$ cat config.mk
export PLATFORM = sky130hd
export DESIGN_NAME = linear_interp_resampler_48k_top
export DESIGN_NICKNAME = d
export VERILOG_FILES = /design/src/rtl/lir_pkg.sv /design/src/rtl/lir_lane.sv /design/src/rtl/lir_div.sv /design/src/rtl/linear_interp_resampler_48k_top.sv
export SDC_FILE = /design/constraint.sdc
export NUM_CORES = 2
export LEC_CHECK = 0
export ABC_AREA = 1
export BUFFER_PORTS_ARGS = -buffer_cell sky130_fd_sc_hd__buf_2
export CORE_MARGIN = 2
export CORE_UTILIZATION = 60
export DETAILED_ROUTE_END_ITERATION = 8
export HOLD_SLACK_MARGIN = 0.03
export PLACE_DENSITY = 0.92
export SLEW_MARGIN = 25
export SYNTH_ARGS = -nofsm -noshare
export SYNTH_HDL_FRONTEND = slang
export SYNTH_SLANG_ARGS = --single-unit
export TNS_END_PERCENT = 30
$ cat constraint.sdc
create_clock -name clk -period 9.8 [get_ports clk]
set_clock_uncertainty 0.05 [all_clocks]
set_input_delay 0 -clock clk [delete_from_list [all_inputs] [get_ports clk]]
set_output_delay 0 -clock clk [all_outputs]
set_load 0.01 [all_outputs]
$ cat src/rtl/lir_pkg.sv
// Shared types, constants and sample helpers for the linear-interpolation resampler.
// No dependencies; used by the lane and top-level modules and by the checker and testbench.
`default_nettype none

package lir_pkg;

    localparam int SAMPLE_W    = 16;
    localparam int RATE_W      = 18;
    localparam int FC_W        = 28;
    localparam int OUT_RATE_W  = 16;
    localparam int PROD_W      = FC_W + OUT_RATE_W;
    localparam int TOTAL_W     = 32;
    localparam int CNT_W       = 5;
    localparam int CFG_IDX_W   = 2;

    localparam logic [OUT_RATE_W-1:0] OUT_RATE    = 16'd48000;
    localparam logic [RATE_W-1:0]     RATE_MIN    = 18'd4000;
    localparam logic [RATE_W-1:0]     RATE_MAX    = 18'd192000;
    localparam logic [RATE_W-1:0]     RATE_RESET  = 18'd48000;
    localparam logic [CNT_W-1:0]      MAX_RESULTS = 5'd26;

    // configuration register indexes
    localparam logic [CFG_IDX_W-1:0] CFG_SOURCE_RATE = 2'd0;
    localparam logic [CFG_IDX_W-1:0] CFG_STEREO      = 2'd1;
    localparam logic [CFG_IDX_W-1:0] CFG_SIXTEEN_BIT = 2'd2;
    localparam logic [CFG_IDX_W-1:0] CFG_FRAME_COUNT = 2'd3;

    // 8-bit unsigned x becomes (x - 128) * 256: flip the sign bit, move to the top byte
    function automatic logic signed [SAMPLE_W-1:0] to_s16(input logic [SAMPLE_W-1:0] raw,
                                                          input logic sixteen);
        logic signed [SAMPLE_W-1:0] v;
        begin
            if (sixteen)
            begin
                v = raw;
            end
            else
            begin
                v = {~raw[7], raw[6:0], 8'h00};
            end
            return v;
        end
    endfunction

endpackage

`default_nettype wire

$ cat src/rtl/lir_lane.sv
// One interpolation lane: a + floor((b - a) * frac / 2^FRAC_BITS).
// Depends on lir_pkg for the sample width.
`default_nettype none

module lir_lane #(
    parameter int FRAC_BITS = 16
) (
    input  wire logic signed [lir_pkg::SAMPLE_W-1:0] a,
    input  wire logic signed [lir_pkg::SAMPLE_W-1:0] b,
    input  wire logic        [FRAC_BITS-1:0]         frac,
    output logic      signed [lir_pkg::SAMPLE_W-1:0] y
);

    localparam int DIFF_W = lir_pkg::SAMPLE_W + 1;
    localparam int PROD_W = DIFF_W + FRAC_BITS + 1;

    logic signed [DIFF_W-1:0] diff_s;
    logic signed [PROD_W-1:0] prod_s;
    logic signed [PROD_W-1:0] shr_s;
    logic signed [DIFF_W-1:0] sum_s;

    always_comb
    begin
        diff_s = {b[lir_pkg::SAMPLE_W-1], b} - {a[lir_pkg::SAMPLE_W-1], a};
        prod_s = diff_s * $signed({1'b0, frac});
        // arithmetic shift floors negative products
        shr_s  = prod_s >>> FRAC_BITS;
        sum_s  = {a[lir_pkg::SAMPLE_W-1], a} + shr_s[DIFF_W-1:0];
        y      = sum_s[lir_pkg::SAMPLE_W-1:0];
    end

endmodule

`default_nettype wire

$ cat src/rtl/lir_div.sv
// Restoring divider, one quotient bit per cycle, used for the output total.
// Depends on lir_pkg only through the instantiating module's widths.
`default_nettype none

module lir_div #(
    parameter int DIVIDEND_W = 44,
    parameter int DIVISOR_W  = 18
) (
    input  wire logic                  clk,
    input  wire logic                  rst_n,
    input  wire logic                  start,
    input  wire logic [DIVIDEND_W-1:0] dividend,
    input  wire logic [DIVISOR_W-1:0]  divisor,
    output logic                       done,
    output logic      [DIVIDEND_W-1:0] quotient
);

    localparam int CNT_W = $clog2(DIVIDEND_W + 1);

    logic                  busy_reg, busy_next;
    logic                  done_reg, done_next;
    logic [CNT_W-1:0]      cnt_reg, cnt_next;
    logic [DIVIDEND_W-1:0] quo_reg, quo_next;
    logic [DIVISOR_W-1:0]  dvs_reg, dvs_next;
    logic [DIVISOR_W-1:0]  rem_reg, rem_next;
    logic [DIVISOR_W:0]    rem_sh;
    logic [DIVISOR_W:0]    rem_sub;
    logic                  q_bit;

    always_comb
    begin
        busy_next = busy_reg;
        done_next = 1'b0;
        cnt_next  = cnt_reg;
        quo_next  = quo_reg;
        dvs_next  = dvs_reg;
        rem_next  = rem_reg;

        rem_sh  = {rem_reg, quo_reg[DIVIDEND_W-1]};
        rem_sub = rem_sh - {1'b0, dvs_reg};
        q_bit   = (rem_sh >= {1'b0, dvs_reg});

        if (start)
        begin
            busy_next = 1'b1;
            cnt_next  = CNT_W'(DIVIDEND_W);
            quo_next  = dividend;
            dvs_next  = divisor;
            rem_next  = '0;
        end
        else if (busy_reg)
        begin
            quo_next = {quo_reg[DIVIDEND_W-2:0], q_bit};
            rem_next = q_bit ? rem_sub[DIVISOR_W-1:0] : rem_sh[DIVISOR_W-1:0];
            cnt_next = cnt_reg - CNT_W'(1);
            if (cnt_reg == CNT_W'(1))
            begin
                busy_next = 1'b0;
                done_next = 1'b1;
            end
        end
    end

    always_ff @(posedge clk or negedge rst_n)
    begin
        if (!rst_n)
        begin
            busy_reg <= 1'b0;
            done_reg <= 1'b0;
            cnt_reg  <= '0;
        end
        else
        begin
            busy_reg <= busy_next;
            done_reg <= done_next;
            cnt_reg  <= cnt_next;
        end
    end

    always_ff @(posedge clk)
    begin
        quo_reg <= quo_next;
        dvs_reg <= dvs_next;
        rem_reg <= rem_next;
    end

    assign done     = done_reg;
    assign quotient = quo_reg;

endmodule

`default_nettype wire

$ cat src/rtl/linear_interp_resampler_48k_top.sv
// Top level of the 48 kHz linear-interpolation resampler: sequencer, two lanes, output merge.
// Depends on lir_pkg, lir_lane and lir_div.
//
//   channel  signals                                   direction  word
//   cfg      cfg_valid/cfg_ready, cfg_index, cfg_data  in         one register write
//   in       in_valid/in_ready, left_raw, right_raw    in         one source frame
//   out      out_valid/out_ready, left_out, right_out,
//            run_last, clip_done                       out        one 48 kHz stereo frame
//
// First frame of a clip: the step by reciprocal multiply in S_DIVS, then the output total
// on the one-bit-per-cycle divider in S_DIVT; then as for any frame.
// Any frame: taken in S_IDLE, up to 26 results in S_EMA, then S_EMB on a clip's last frame.
// The output register lets a frame be accepted while the last result still waits.
// Reset is asynchronous; it leaves the block idle with 48 kHz stereo 16-bit settings.
// A stalled output holds the sequencer; cfg_ready is always high.
`default_nettype none

module linear_interp_resampler_48k_top #(
    parameter int FRAC_BITS = 16
) (
    input  wire logic                                   clk,
    input  wire logic                                   rst_n,
    input  wire logic                                   cfg_valid,
    output logic                                        cfg_ready,
    input  wire logic [lir_pkg::CFG_IDX_W-1:0]          cfg_index,
    input  wire logic [lir_pkg::FC_W-1:0]               cfg_data,
    input  wire logic                                   in_valid,
    output logic                                        in_ready,
    input  wire logic [lir_pkg::SAMPLE_W-1:0]           left_raw,
    input  wire logic [lir_pkg::SAMPLE_W-1:0]           right_raw,
    output logic                                        out_valid,
    input  wire logic                                   out_ready,
    output logic signed [lir_pkg::SAMPLE_W-1:0]         left_out,
    output logic signed [lir_pkg::SAMPLE_W-1:0]         right_out,
    output logic                                        run_last,
    output logic                                        clip_done
);

    localparam int POS_W  = lir_pkg::FC_W + FRAC_BITS;
    localparam int STEP_W = FRAC_BITS + 3;
    localparam int DIV_W  = lir_pkg::PROD_W;
    localparam int FC_W   = lir_pkg::FC_W;
    localparam int SMP_W  = lir_pkg::SAMPLE_W;
    localparam int TOT_W  = lir_pkg::TOTAL_W;
    localparam int CNT_W  = lir_pkg::CNT_W;

    // step = floor(rate * 2^FRAC_BITS / 48000) by reciprocal multiply; 48000 = 375 * 2^7 and
    // 375 < 2^9, so RATE_W + 9 shift bits keep the rounding error below one step of 1/375
    localparam int RECIP_SHIFT = lir_pkg::RATE_W + 9;
    localparam int RECIP_W     = FRAC_BITS + RECIP_SHIFT + 1 - $clog2(lir_pkg::OUT_RATE);
    localparam logic [63:0] RECIP_FULL =
        ((64'd1 << (RECIP_SHIFT + FRAC_BITS)) + 64'(lir_pkg::OUT_RATE) - 64'd1) /
        64'(lir_pkg::OUT_RATE);
    localparam logic [RECIP_W-1:0] STEP_RECIP = RECIP_FULL[RECIP_W-1:0];
    localparam int SP_W        = lir_pkg::RATE_W + RECIP_W;

    typedef enum logic [4:0] {
        S_IDLE = 5'b00001,
        S_DIVS = 5'b00010,
        S_DIVT = 5'b00100,
        S_EMA  = 5'b01000,
        S_EMB  = 5'b10000
    } state_t;

    state_t state_reg, state_next;

    // configuration
    logic [lir_pkg::RATE_W-1:0] rate_reg, rate_next;
    logic                       stereo_reg, stereo_next;
    logic                       sixteen_reg, sixteen_next;
    logic [FC_W-1:0]            fcount_reg, fcount_next;

    // per-clip and per-frame state
    logic [FC_W-1:0]            frames_reg, frames_next;
    logic [FC_W-1:0]            k_reg, k_next;
    logic [FC_W-1:0]            km1_reg, km1_next;
    logic                       has_a_reg, has_a_next;
    logic                       last_reg, last_next;
    logic [CNT_W-1:0]           n_reg, n_next;
    logic [TOT_W-1:0]           left_reg, left_next;
    logic [POS_W-1:0]           pos_reg, pos_next;
    logic [POS_W-1:0]           posn_reg, posn_next;
    logic [STEP_W-1:0]          step_reg, step_next;
    logic [lir_pkg::RATE_W-1:0] rcap_reg, rcap_next;
    logic [lir_pkg::PROD_W-1:0] prod_reg, prod_next;
    logic signed [SMP_W-1:0]    cur_l_reg, cur_l_next;
    logic signed [SMP_W-1:0]    cur_r_reg, cur_r_next;
    logic signed [SMP_W-1:0]    prev_l_reg, prev_l_next;
    logic signed [SMP_W-1:0]    prev_r_reg, prev_r_next;

    // output word
    logic                       ov_reg, ov_next;
    logic signed [SMP_W-1:0]    ol_reg, ol_next;
    logic signed [SMP_W-1:0]    or_reg, or_next;
    logic                       run_reg, run_next;
    logic                       done_reg, done_next;

    logic                       div_start;
    logic [DIV_W-1:0]           div_dividend;
    logic [lir_pkg::RATE_W-1:0] div_divisor;
    logic                       div_done;
    logic [DIV_W-1:0]           div_quot;

    logic [lir_pkg::RATE_W-1:0] rate_clamp;
    logic [SP_W-1:0]            step_prod;
    logic signed [SMP_W-1:0]    conv_l, conv_r;
    logic [FC_W-1:0]            pos_int, posn_int;
    logic [CNT_W-1:0]           n_inc;
    logic                       out_free;
    logic                       cond_a, cond_b, more_ok, cont_a, cont_b;
    logic                       emit;
    logic signed [SMP_W-1:0]    lane_a_l, lane_a_r;
    logic signed [SMP_W-1:0]    lane_y_l, lane_y_r;

    lir_div #(
        .DIVIDEND_W (DIV_W),
        .DIVISOR_W  (lir_pkg::RATE_W)
    ) u_div (
        .clk      (clk),
        .rst_n    (rst_n),
        .start    (div_start),
        .dividend (div_dividend),
        .divisor  (div_divisor),
        .done     (div_done),
        .quotient (div_quot)
    );

    // left and right lanes; in the closing segment both ends are the current frame
    assign lane_a_l = (state_reg == S_EMB) ? cur_l_reg : prev_l_reg;
    assign lane_a_r = (state_reg == S_EMB) ? cur_r_reg : prev_r_reg;

    lir_lane #(.FRAC_BITS(FRAC_BITS)) u_lane_l (
        .a    (lane_a_l),
        .b    (cur_l_reg),
        .frac (pos_reg[FRAC_BITS-1:0]),
        .y    (lane_y_l)
    );

    lir_lane #(.FRAC_BITS(FRAC_BITS)) u_lane_r (
        .a    (lane_a_r),
        .b    (cur_r_reg),
        .frac (pos_reg[FRAC_BITS-1:0]),
        .y    (lane_y_r)
    );

    always_comb
    begin
        rate_clamp = rate_reg;
        if (rate_reg < lir_pkg::RATE_MIN)
        begin
            rate_clamp = lir_pkg::RATE_MIN;
        end
        else if (rate_reg > lir_pkg::RATE_MAX)
        begin
            rate_clamp = lir_pkg::RATE_MAX;
        end
    end

    assign step_prod = SP_W'(rcap_reg) * SP_W'(STEP_RECIP);

    assign conv_l   = lir_pkg::to_s16(left_raw, sixteen_reg);
    assign conv_r   = stereo_reg ? lir_pkg::to_s16(right_raw, sixteen_reg) : conv_l;
    assign pos_int  = pos_reg[POS_W-1:FRAC_BITS];
    assign posn_int = posn_reg[POS_W-1:FRAC_BITS];
    assign n_inc    = n_reg + CNT_W'(1);
    assign out_free = !ov_reg || out_ready;

    // emit-now and lookahead conditions; lookahead decides run_last on the current word
    assign cond_a  = has_a_reg && (n_reg < lir_pkg::MAX_RESULTS) && (left_reg != '0)
                     && (pos_int <= km1_reg);
    assign cond_b  = (n_reg < lir_pkg::MAX_RESULTS) && (left_reg != '0) && (pos_int <= k_reg);
    assign more_ok = (n_inc < lir_pkg::MAX_RESULTS) && (left_reg > TOT_W'(1));
    assign cont_a  = (state_reg == S_EMA) && has_a_reg && more_ok && (posn_int <= km1_reg);
    assign cont_b  = last_reg && more_ok && (posn_int <= k_reg);

    always_comb
    begin
        state_next   = state_reg;
        rate_next    = rate_reg;
        stereo_next  = stereo_reg;
        sixteen_next = sixteen_reg;
        fcount_next  = fcount_reg;
        frames_next  = frames_reg;
        k_next       = k_reg;
        km1_next     = km1_reg;
        has_a_next   = has_a_reg;
        last_next    = last_reg;
        n_next       = n_reg;
        left_next    = left_reg;
        pos_next     = pos_reg;
        posn_next    = posn_reg;
        step_next    = step_reg;
        rcap_next    = rcap_reg;
        prod_next    = prod_reg;
        cur_l_next   = cur_l_reg;
        cur_r_next   = cur_r_reg;
        prev_l_next  = prev_l_reg;
        prev_r_next  = prev_r_reg;
        ov_next      = ov_reg;
        ol_next      = ol_reg;
        or_next      = or_reg;
        run_next     = run_reg;
        done_next    = done_reg;
        div_start    = 1'b0;
        div_dividend = '0;
        div_divisor  = '0;
        emit         = 1'b0;

        if (cfg_valid)
        begin
            case (cfg_index)
                lir_pkg::CFG_SOURCE_RATE: rate_next    = cfg_data[lir_pkg::RATE_W-1:0];
                lir_pkg::CFG_STEREO:      stereo_next  = cfg_data[0];
                lir_pkg::CFG_SIXTEEN_BIT: sixteen_next = cfg_data[0];
                lir_pkg::CFG_FRAME_COUNT: fcount_next  = cfg_data;
                default:                  rate_next    = rate_reg;
            endcase
        end

        if (ov_reg && out_ready)
        begin
            ov_next = 1'b0;
        end

        case (state_reg)
            S_IDLE:
            begin
                // empty clip: word is taken and dropped
                if (in_valid && (fcount_reg != '0))
                begin
                    cur_l_next  = conv_l;
                    cur_r_next  = conv_r;
                    k_next      = frames_reg;
                    km1_next    = frames_reg - FC_W'(1);
                    has_a_next  = (frames_reg != '0);
                    last_next   = (frames_reg == fcount_reg - FC_W'(1));
                    n_next      = '0;
                    frames_next = (frames_reg == fcount_reg - FC_W'(1)) ?
                                  '0 : frames_reg + FC_W'(1);
                    if (frames_reg == '0)
                    begin
                        rcap_next  = rate_clamp;
                        prod_next  = lir_pkg::PROD_W'(fcount_reg) *
                                     lir_pkg::PROD_W'(lir_pkg::OUT_RATE);
                        state_next = S_DIVS;
                    end
                    else
                    begin
                        state_next = S_EMA;
                    end
                end
            end
            S_DIVS:
            begin
                step_next    = step_prod[RECIP_SHIFT +: STEP_W];
                div_start    = 1'b1;
                div_dividend = DIV_W'(prod_reg);
                div_divisor  = rcap_reg;
                state_next   = S_DIVT;
            end
            S_DIVT:
            begin
                if (div_done)
                begin
                    left_next  = div_quot[TOT_W-1:0];
                    pos_next   = '0;
                    posn_next  = POS_W'(step_reg);
                    state_next = S_EMA;
                end
            end
            S_EMA:
            begin
                if (cond_a)
                begin
                    if (out_free)
                    begin
                        emit     = 1'b1;
                        run_next = !(cont_a || cont_b);
                    end
                end
                else if (last_reg)
                begin
                    state_next = S_EMB;
                end
                else
                begin
                    prev_l_next = cur_l_reg;
                    prev_r_next = cur_r_reg;
                    state_next  = S_IDLE;
                end
            end
            S_EMB:
            begin
                if (cond_b)
                begin
                    if (out_free)
                    begin
                        emit     = 1'b1;
                        run_next = !cont_b;
                    end
                end
                else
                begin
                    state_next = S_IDLE;
                end
            end
            default:
            begin
                state_next = S_IDLE;
            end
        endcase

        if (emit)
        begin
            ov_next   = 1'b1;
            ol_next   = lane_y_l;
            or_next   = lane_y_r;
            done_next = (left_reg == TOT_W'(1));
            n_next    = n_inc;
            left_next = left_reg - TOT_W'(1);
            pos_next  = posn_reg;
            posn_next = posn_reg + POS_W'(step_reg);
        end
    end

    always_ff @(posedge clk or negedge rst_n)
    begin
        if (!rst_n)
        begin
            state_reg   <= S_IDLE;
            rate_reg    <= lir_pkg::RATE_RESET;
            stereo_reg  <= 1'b1;
            sixteen_reg <= 1'b1;
            fcount_reg  <= '0;
            frames_reg  <= '0;
            n_reg       <= '0;
            prev_l_reg  <= '0;
            prev_r_reg  <= '0;
            ov_reg      <= 1'b0;
        end
        else
        begin
            state_reg   <= state_next;
            rate_reg    <= rate_next;
            stereo_reg  <= stereo_next;
            sixteen_reg <= sixteen_next;
            fcount_reg  <= fcount_next;
            frames_reg  <= frames_next;
            n_reg       <= n_next;
            prev_l_reg  <= prev_l_next;
            prev_r_reg  <= prev_r_next;
            ov_reg      <= ov_next;
        end
    end

    always_ff @(posedge clk)
    begin
        k_reg     <= k_next;
        km1_reg   <= km1_next;
        has_a_reg <= has_a_next;
        last_reg  <= last_next;
        left_reg  <= left_next;
        pos_reg   <= pos_next;
        posn_reg  <= posn_next;
        step_reg  <= step_next;
        rcap_reg  <= rcap_next;
        prod_reg  <= prod_next;
        cur_l_reg <= cur_l_next;
        cur_r_reg <= cur_r_next;
        ol_reg    <= ol_next;
        or_reg    <= or_next;
        run_reg   <= run_next;
        done_reg  <= done_next;
    end

    assign cfg_ready = 1'b1;
    assign in_ready  = (state_reg == S_IDLE);
    assign out_valid = ov_reg;
    assign left_out  = ol_reg;
    assign right_out = or_reg;
    assign run_last  = run_reg;
    assign clip_done = done_reg;

    // the final word of a clip must also close its frame's run
    a_clip_closes_run: assert property (@(posedge clk) disable iff (!rst_n)
        (ov_reg && done_reg) |-> run_reg)
        else $error("clip_done word without run_last");

    a_result_cap: assert property (@(posedge clk) disable iff (!rst_n)
        n_reg <= lir_pkg::MAX_RESULTS)
        else $error("more results than the per-frame cap");

    a_div_owner: assert property (@(posedge clk) disable iff (!rst_n)
        div_done |-> ((state_reg == S_DIVS) || (state_reg == S_DIVT)))
        else $error("divider finished outside the latch states");

    a_busy_after_take: assert property (@(posedge clk) disable iff (!rst_n)
        (in_valid && in_ready && (fcount_reg != '0)) |=> !in_ready)
        else $error("frame taken while the previous one is in flight");

    a_emit_only_if_free: assert property (@(posedge clk) disable iff (!rst_n)
        (n_reg != $past(n_reg) && n_reg != '0) |-> ov_reg)
        else $error("result count moved without a word in the output register");

endmodule

`default_nettype wire

==> results by group <==
STA
  – Setup violations, final: 0
  – Max-slew violation count: 0
  – Endpoints failing hold: 0
  – Fmax: 105.7 MHz
  – Post-layout min period: 9465 ps
  – Slew at the pin closest to its max-slew limit: between 1000 and 1500 ps
  – Final worst slack: 334.8 ps
  – Relative slew slack: 22.86%
  – Final period util: a little under 100%
  – Unrepaired setup endpoints after global routing: true

Layout
  – Fillers: 8285
  – Layout cells sized above 1: 6.485%
  – FF/Latch Area: 14960 um2
  – Area occupied by multi-input gates: 43730 um2
  – P&R area growth vs syn: 8.677%
  – Commonest non-fill, non-tap cell in the layout: inv_1
  – Most frequent cells in the layout: inv_1 (1807), nand2_1 (1359), fa_1 (823)
  – Final nets: 9566

Min path
  – Worst hold path class: in2reg
  – WHS Path Cells: 4
  – Min-Delay Endpoint: fcount_reg[26]$_DFFE_PN0P_
  – Worst Hold Launch: cfg_data[26]

Global routing
  – Overall Global Routing Usage: 32.86%
  – Number of global-route vias before repair: 55230
  – M2 GR Usage: 54.49%
  – Antenna violations before repair: 5
  – M3 GR Usage: between 6 and 7%
  – Met1 Usage GRT: 41.22%
  – Largest net degree at the start of global routing: 75
  – Busiest grt layer: met2
  – Grt ovf: 0
  – First-pass GRT wire length: approximately 290000 um

Synthesis
  – Avg Cell Area, Syn: 8.451 um2
  – Flops & latches, synth: 525
  – Mapped cell area: around 66000 um2
  – Post-Synth Simple-Gate Area: roughly 17%
  – Total number of yosys warnings: 0
  – Synth Area in XOR/XNOR: approximately 3.6%
  – Post-synthesis mux area share: 0.2392%
  – Yosys cell types: 72
  – Number of flops mapped to enable cells by yosys: 380
  – Adder-cell share of the synthesized area: 37.83%
  – Sequential share of the synthesized area: 22.71%
  – Main combinational cell family by area after synthesis: adder cells
  – Synth Net Count: 9362
  – Syn Inst Count: about 8000
  – Most used DFF post-synth: edfxtp_1
  – Asr flop ratio synth: 24.19%
  – Synth Area in Compound Gates: 6.811%

Die
  – Core area: roughly 110000 um2
  – Die height: 335.4 um
  – Num ports: 104
  – Die Area: 112500 um2
  – Cell Rows: 121
  – Chip width: about 340 um
  – Initial Util: 60.54%

Drt
  – DRC Markers: 0
  – Drt first-iter violations: approximately 5500
  – Routed Antenna Nets: 0
  – Pre-Repair DR Iteration Count: 7
  – Via/cell ratio: 5.707
  – Post-DR wirelength/cell: around 19 um
  – Via total after detailed routing: 54010
  – Post-detailed-routing wire length: between 150000 and 200000 um

Worst setup path
  – Kind of cell adding the most delay to the critical path: adder cells
  – Critical path launch point type: register
  – Worst-path fanout max: 8
  – R2R cell count: 47
  – WP data required: 10150 ps
  – CP bufs+invs: 9
  – R2r setup slk: 330 ps
  – Slowest CP cell: fa_1
  – Critical path arrival: 9810 ps
  – Element type at the critical path end: register
  – RR Startpoint: state_reg[2]$_DFFE_PN0P_
  – Kind of critical path: reg2reg
  – Crit-path most repeated cell: nand2_1
  – RR Endpoint: right_out[15]$_DFFE_PP_
  – Largest stage delay, worst path: about 540 ps

Placement
  – IO Port Bufs: 102
  – Dpl hpwl: ~150000 um
  – Pre-CTS setup slack: 83.81 ps
  – GP Congestion: ~1.0

Clocking
  – TritonCTS Buffers: 57
  – Clock buffer depth: 3
  – Worst-Skew Late Latency: 730 ps
  – Reg clk slew, reported paths: 70 ps
  – CTS tree: built
  – Clock sink count: between 500 and 600
  – H-tree levels: 2
  – Clk Tree Root Cell: clkbuf_16

Outcome
  – Status: completed

Flow run
  – Max Cap Viol: 0
## timing repair
action / in CTS / in global routing
buffers inserted: 0 / 26
endpoints found under the setup margin: 0 / 15
endpoints found under the hold margin: 203 / 0
gates resized for setup: 0 / 85
hold buffers: 81 / 0
## worst register-to-register path: cells and delay by family, from the launching register on
kind	cells	cell delay [ps]
fa+ha+maj	10	4070
simple gates	18	2350
xor+xnor	1	160
buf+inv	9	630
flops	1	430
compound gates	9	1530
## how the worst max path moves through the flow
stage / slack, ps / endpoint / cells after the start / start
floorplan: 430 / left_out[15]$_DFFE_PP_ / 45 / state_reg[0]$_DFFE_PN1P_
global placement: 160 / left_out[15]$_DFFE_PP_ / 43 / state_reg[3]$_DFFE_PN0P_
detailed placement: 80 / right_out[15]$_DFFE_PP_ / 41 / state_reg[2]$_DFFE_PN0P_
CTS: 50 / right_out[15]$_DFFE_PP_ / 41 / state_reg[2]$_DFFE_PN0P_
global route: -180 / right_out[15]$_DFFE_PP_ / 49 / state_reg[2]$_DFFE_PN0P_
finish: 330 / right_out[15]$_DFFE_PP_ / 47 / state_reg[2]$_DFFE_PN0P_
## per-layer routing
metal | up-vias | part of all wire [%]
met4 | 8 | 5.8
met5 | - | 0.029
met1 | 25910 | 37
met3 | 647 | 9.5
li1 | 24750 | -
met2 | 2702 | 47
## cell usage after synthesis (5+ instances only)
library cell     n  area, um2
o21ai_1          8      40.04
a21o_1          21      157.7
dfstp_2         10      262.8
clkbuf_1       122      457.9
a31oi_1         16      100.1
xor2_1         179       1568
a21boi_0         8      60.06
nor4_1          33      206.5
nand3_1        352       1762
inv_1         1815       6813
buf_4            7      52.55
nand4_1         90      563.0
nand2_1       1367       5131
nor3b_1         10      75.07
mux2_2          14      157.7
fa_1           824      16500
inv_2            6      22.52
o21ai_0        340       1702
ha_1           674       8433
o21a_1          16      120.1
xnor2_1         74      648.1
dfrtp_1        117       2928
a21oi_1        309       1546
nor2_2          10      62.56
buf_1            5      18.77
nand3_2          9      90.09
dfxtp_1         18      360.4
o221ai_1        13      113.9
a221oi_1         6      52.55
or2_1            5      31.28
nor2_1         620       2327
a211oi_1        13      97.59
o22ai_1         13      81.33
buf_2           22      110.1
nor3_1          96      480.5
o21bai_1        17      127.6
nand3b_1        19      142.6
edfxtp_1       380      11410
clkinv_1        13      48.80
or2_2           52      325.3
o211ai_1        10      75.07
nand2_2         14      87.58
## logic make-up after synthesis
kind of cell | Yosys count
and+or+nand+nor | 2693
buffers and inverters | 1996
adders and majority gates | 1498
AOI/OAI and AO/OA | 812
DFF | 525
xor gates and xnor gates | 258
muxes | 14
other | 1
## metrics by stage
| step | area [um2] | setup TNS (ps) | hold WS [ps] | std cells | utilization (%) |
|---|---|---|---|---|---|
| after floorplan | 65890 | 0 | -345.6 | 7797 | - |
| after global placement | 68250 | 0 | -76.76 | 9247 | 62.70 |
| after detailed placement | 68260 | 0 | -73.17 | 9247 | 62.71 |
| after CTS | 71040 | 0 | 30.11 | 9435 | 65.27 |
| after global routing | 71610 | -332.0 | 67.23 | 9463 | 65.78 |
| final | 71610 | 0 | 67.91 | 9465 | 65.79 |
## layout make-up
cell class                 instances  area share [%]
clock buffer                      76           2.264
clock inverter                    31          0.4648
inverter                        1835           9.630
antenna                            2        0.006989
sequential                       525           20.89
timing repair buffer             304           3.197
multi-input combinational       5278           61.07
tap                             1414           2.471
Power is left out: the tool's default activity adds up to more than one toggle a clock period on the data nets, which glitch-free logic cannot reach.
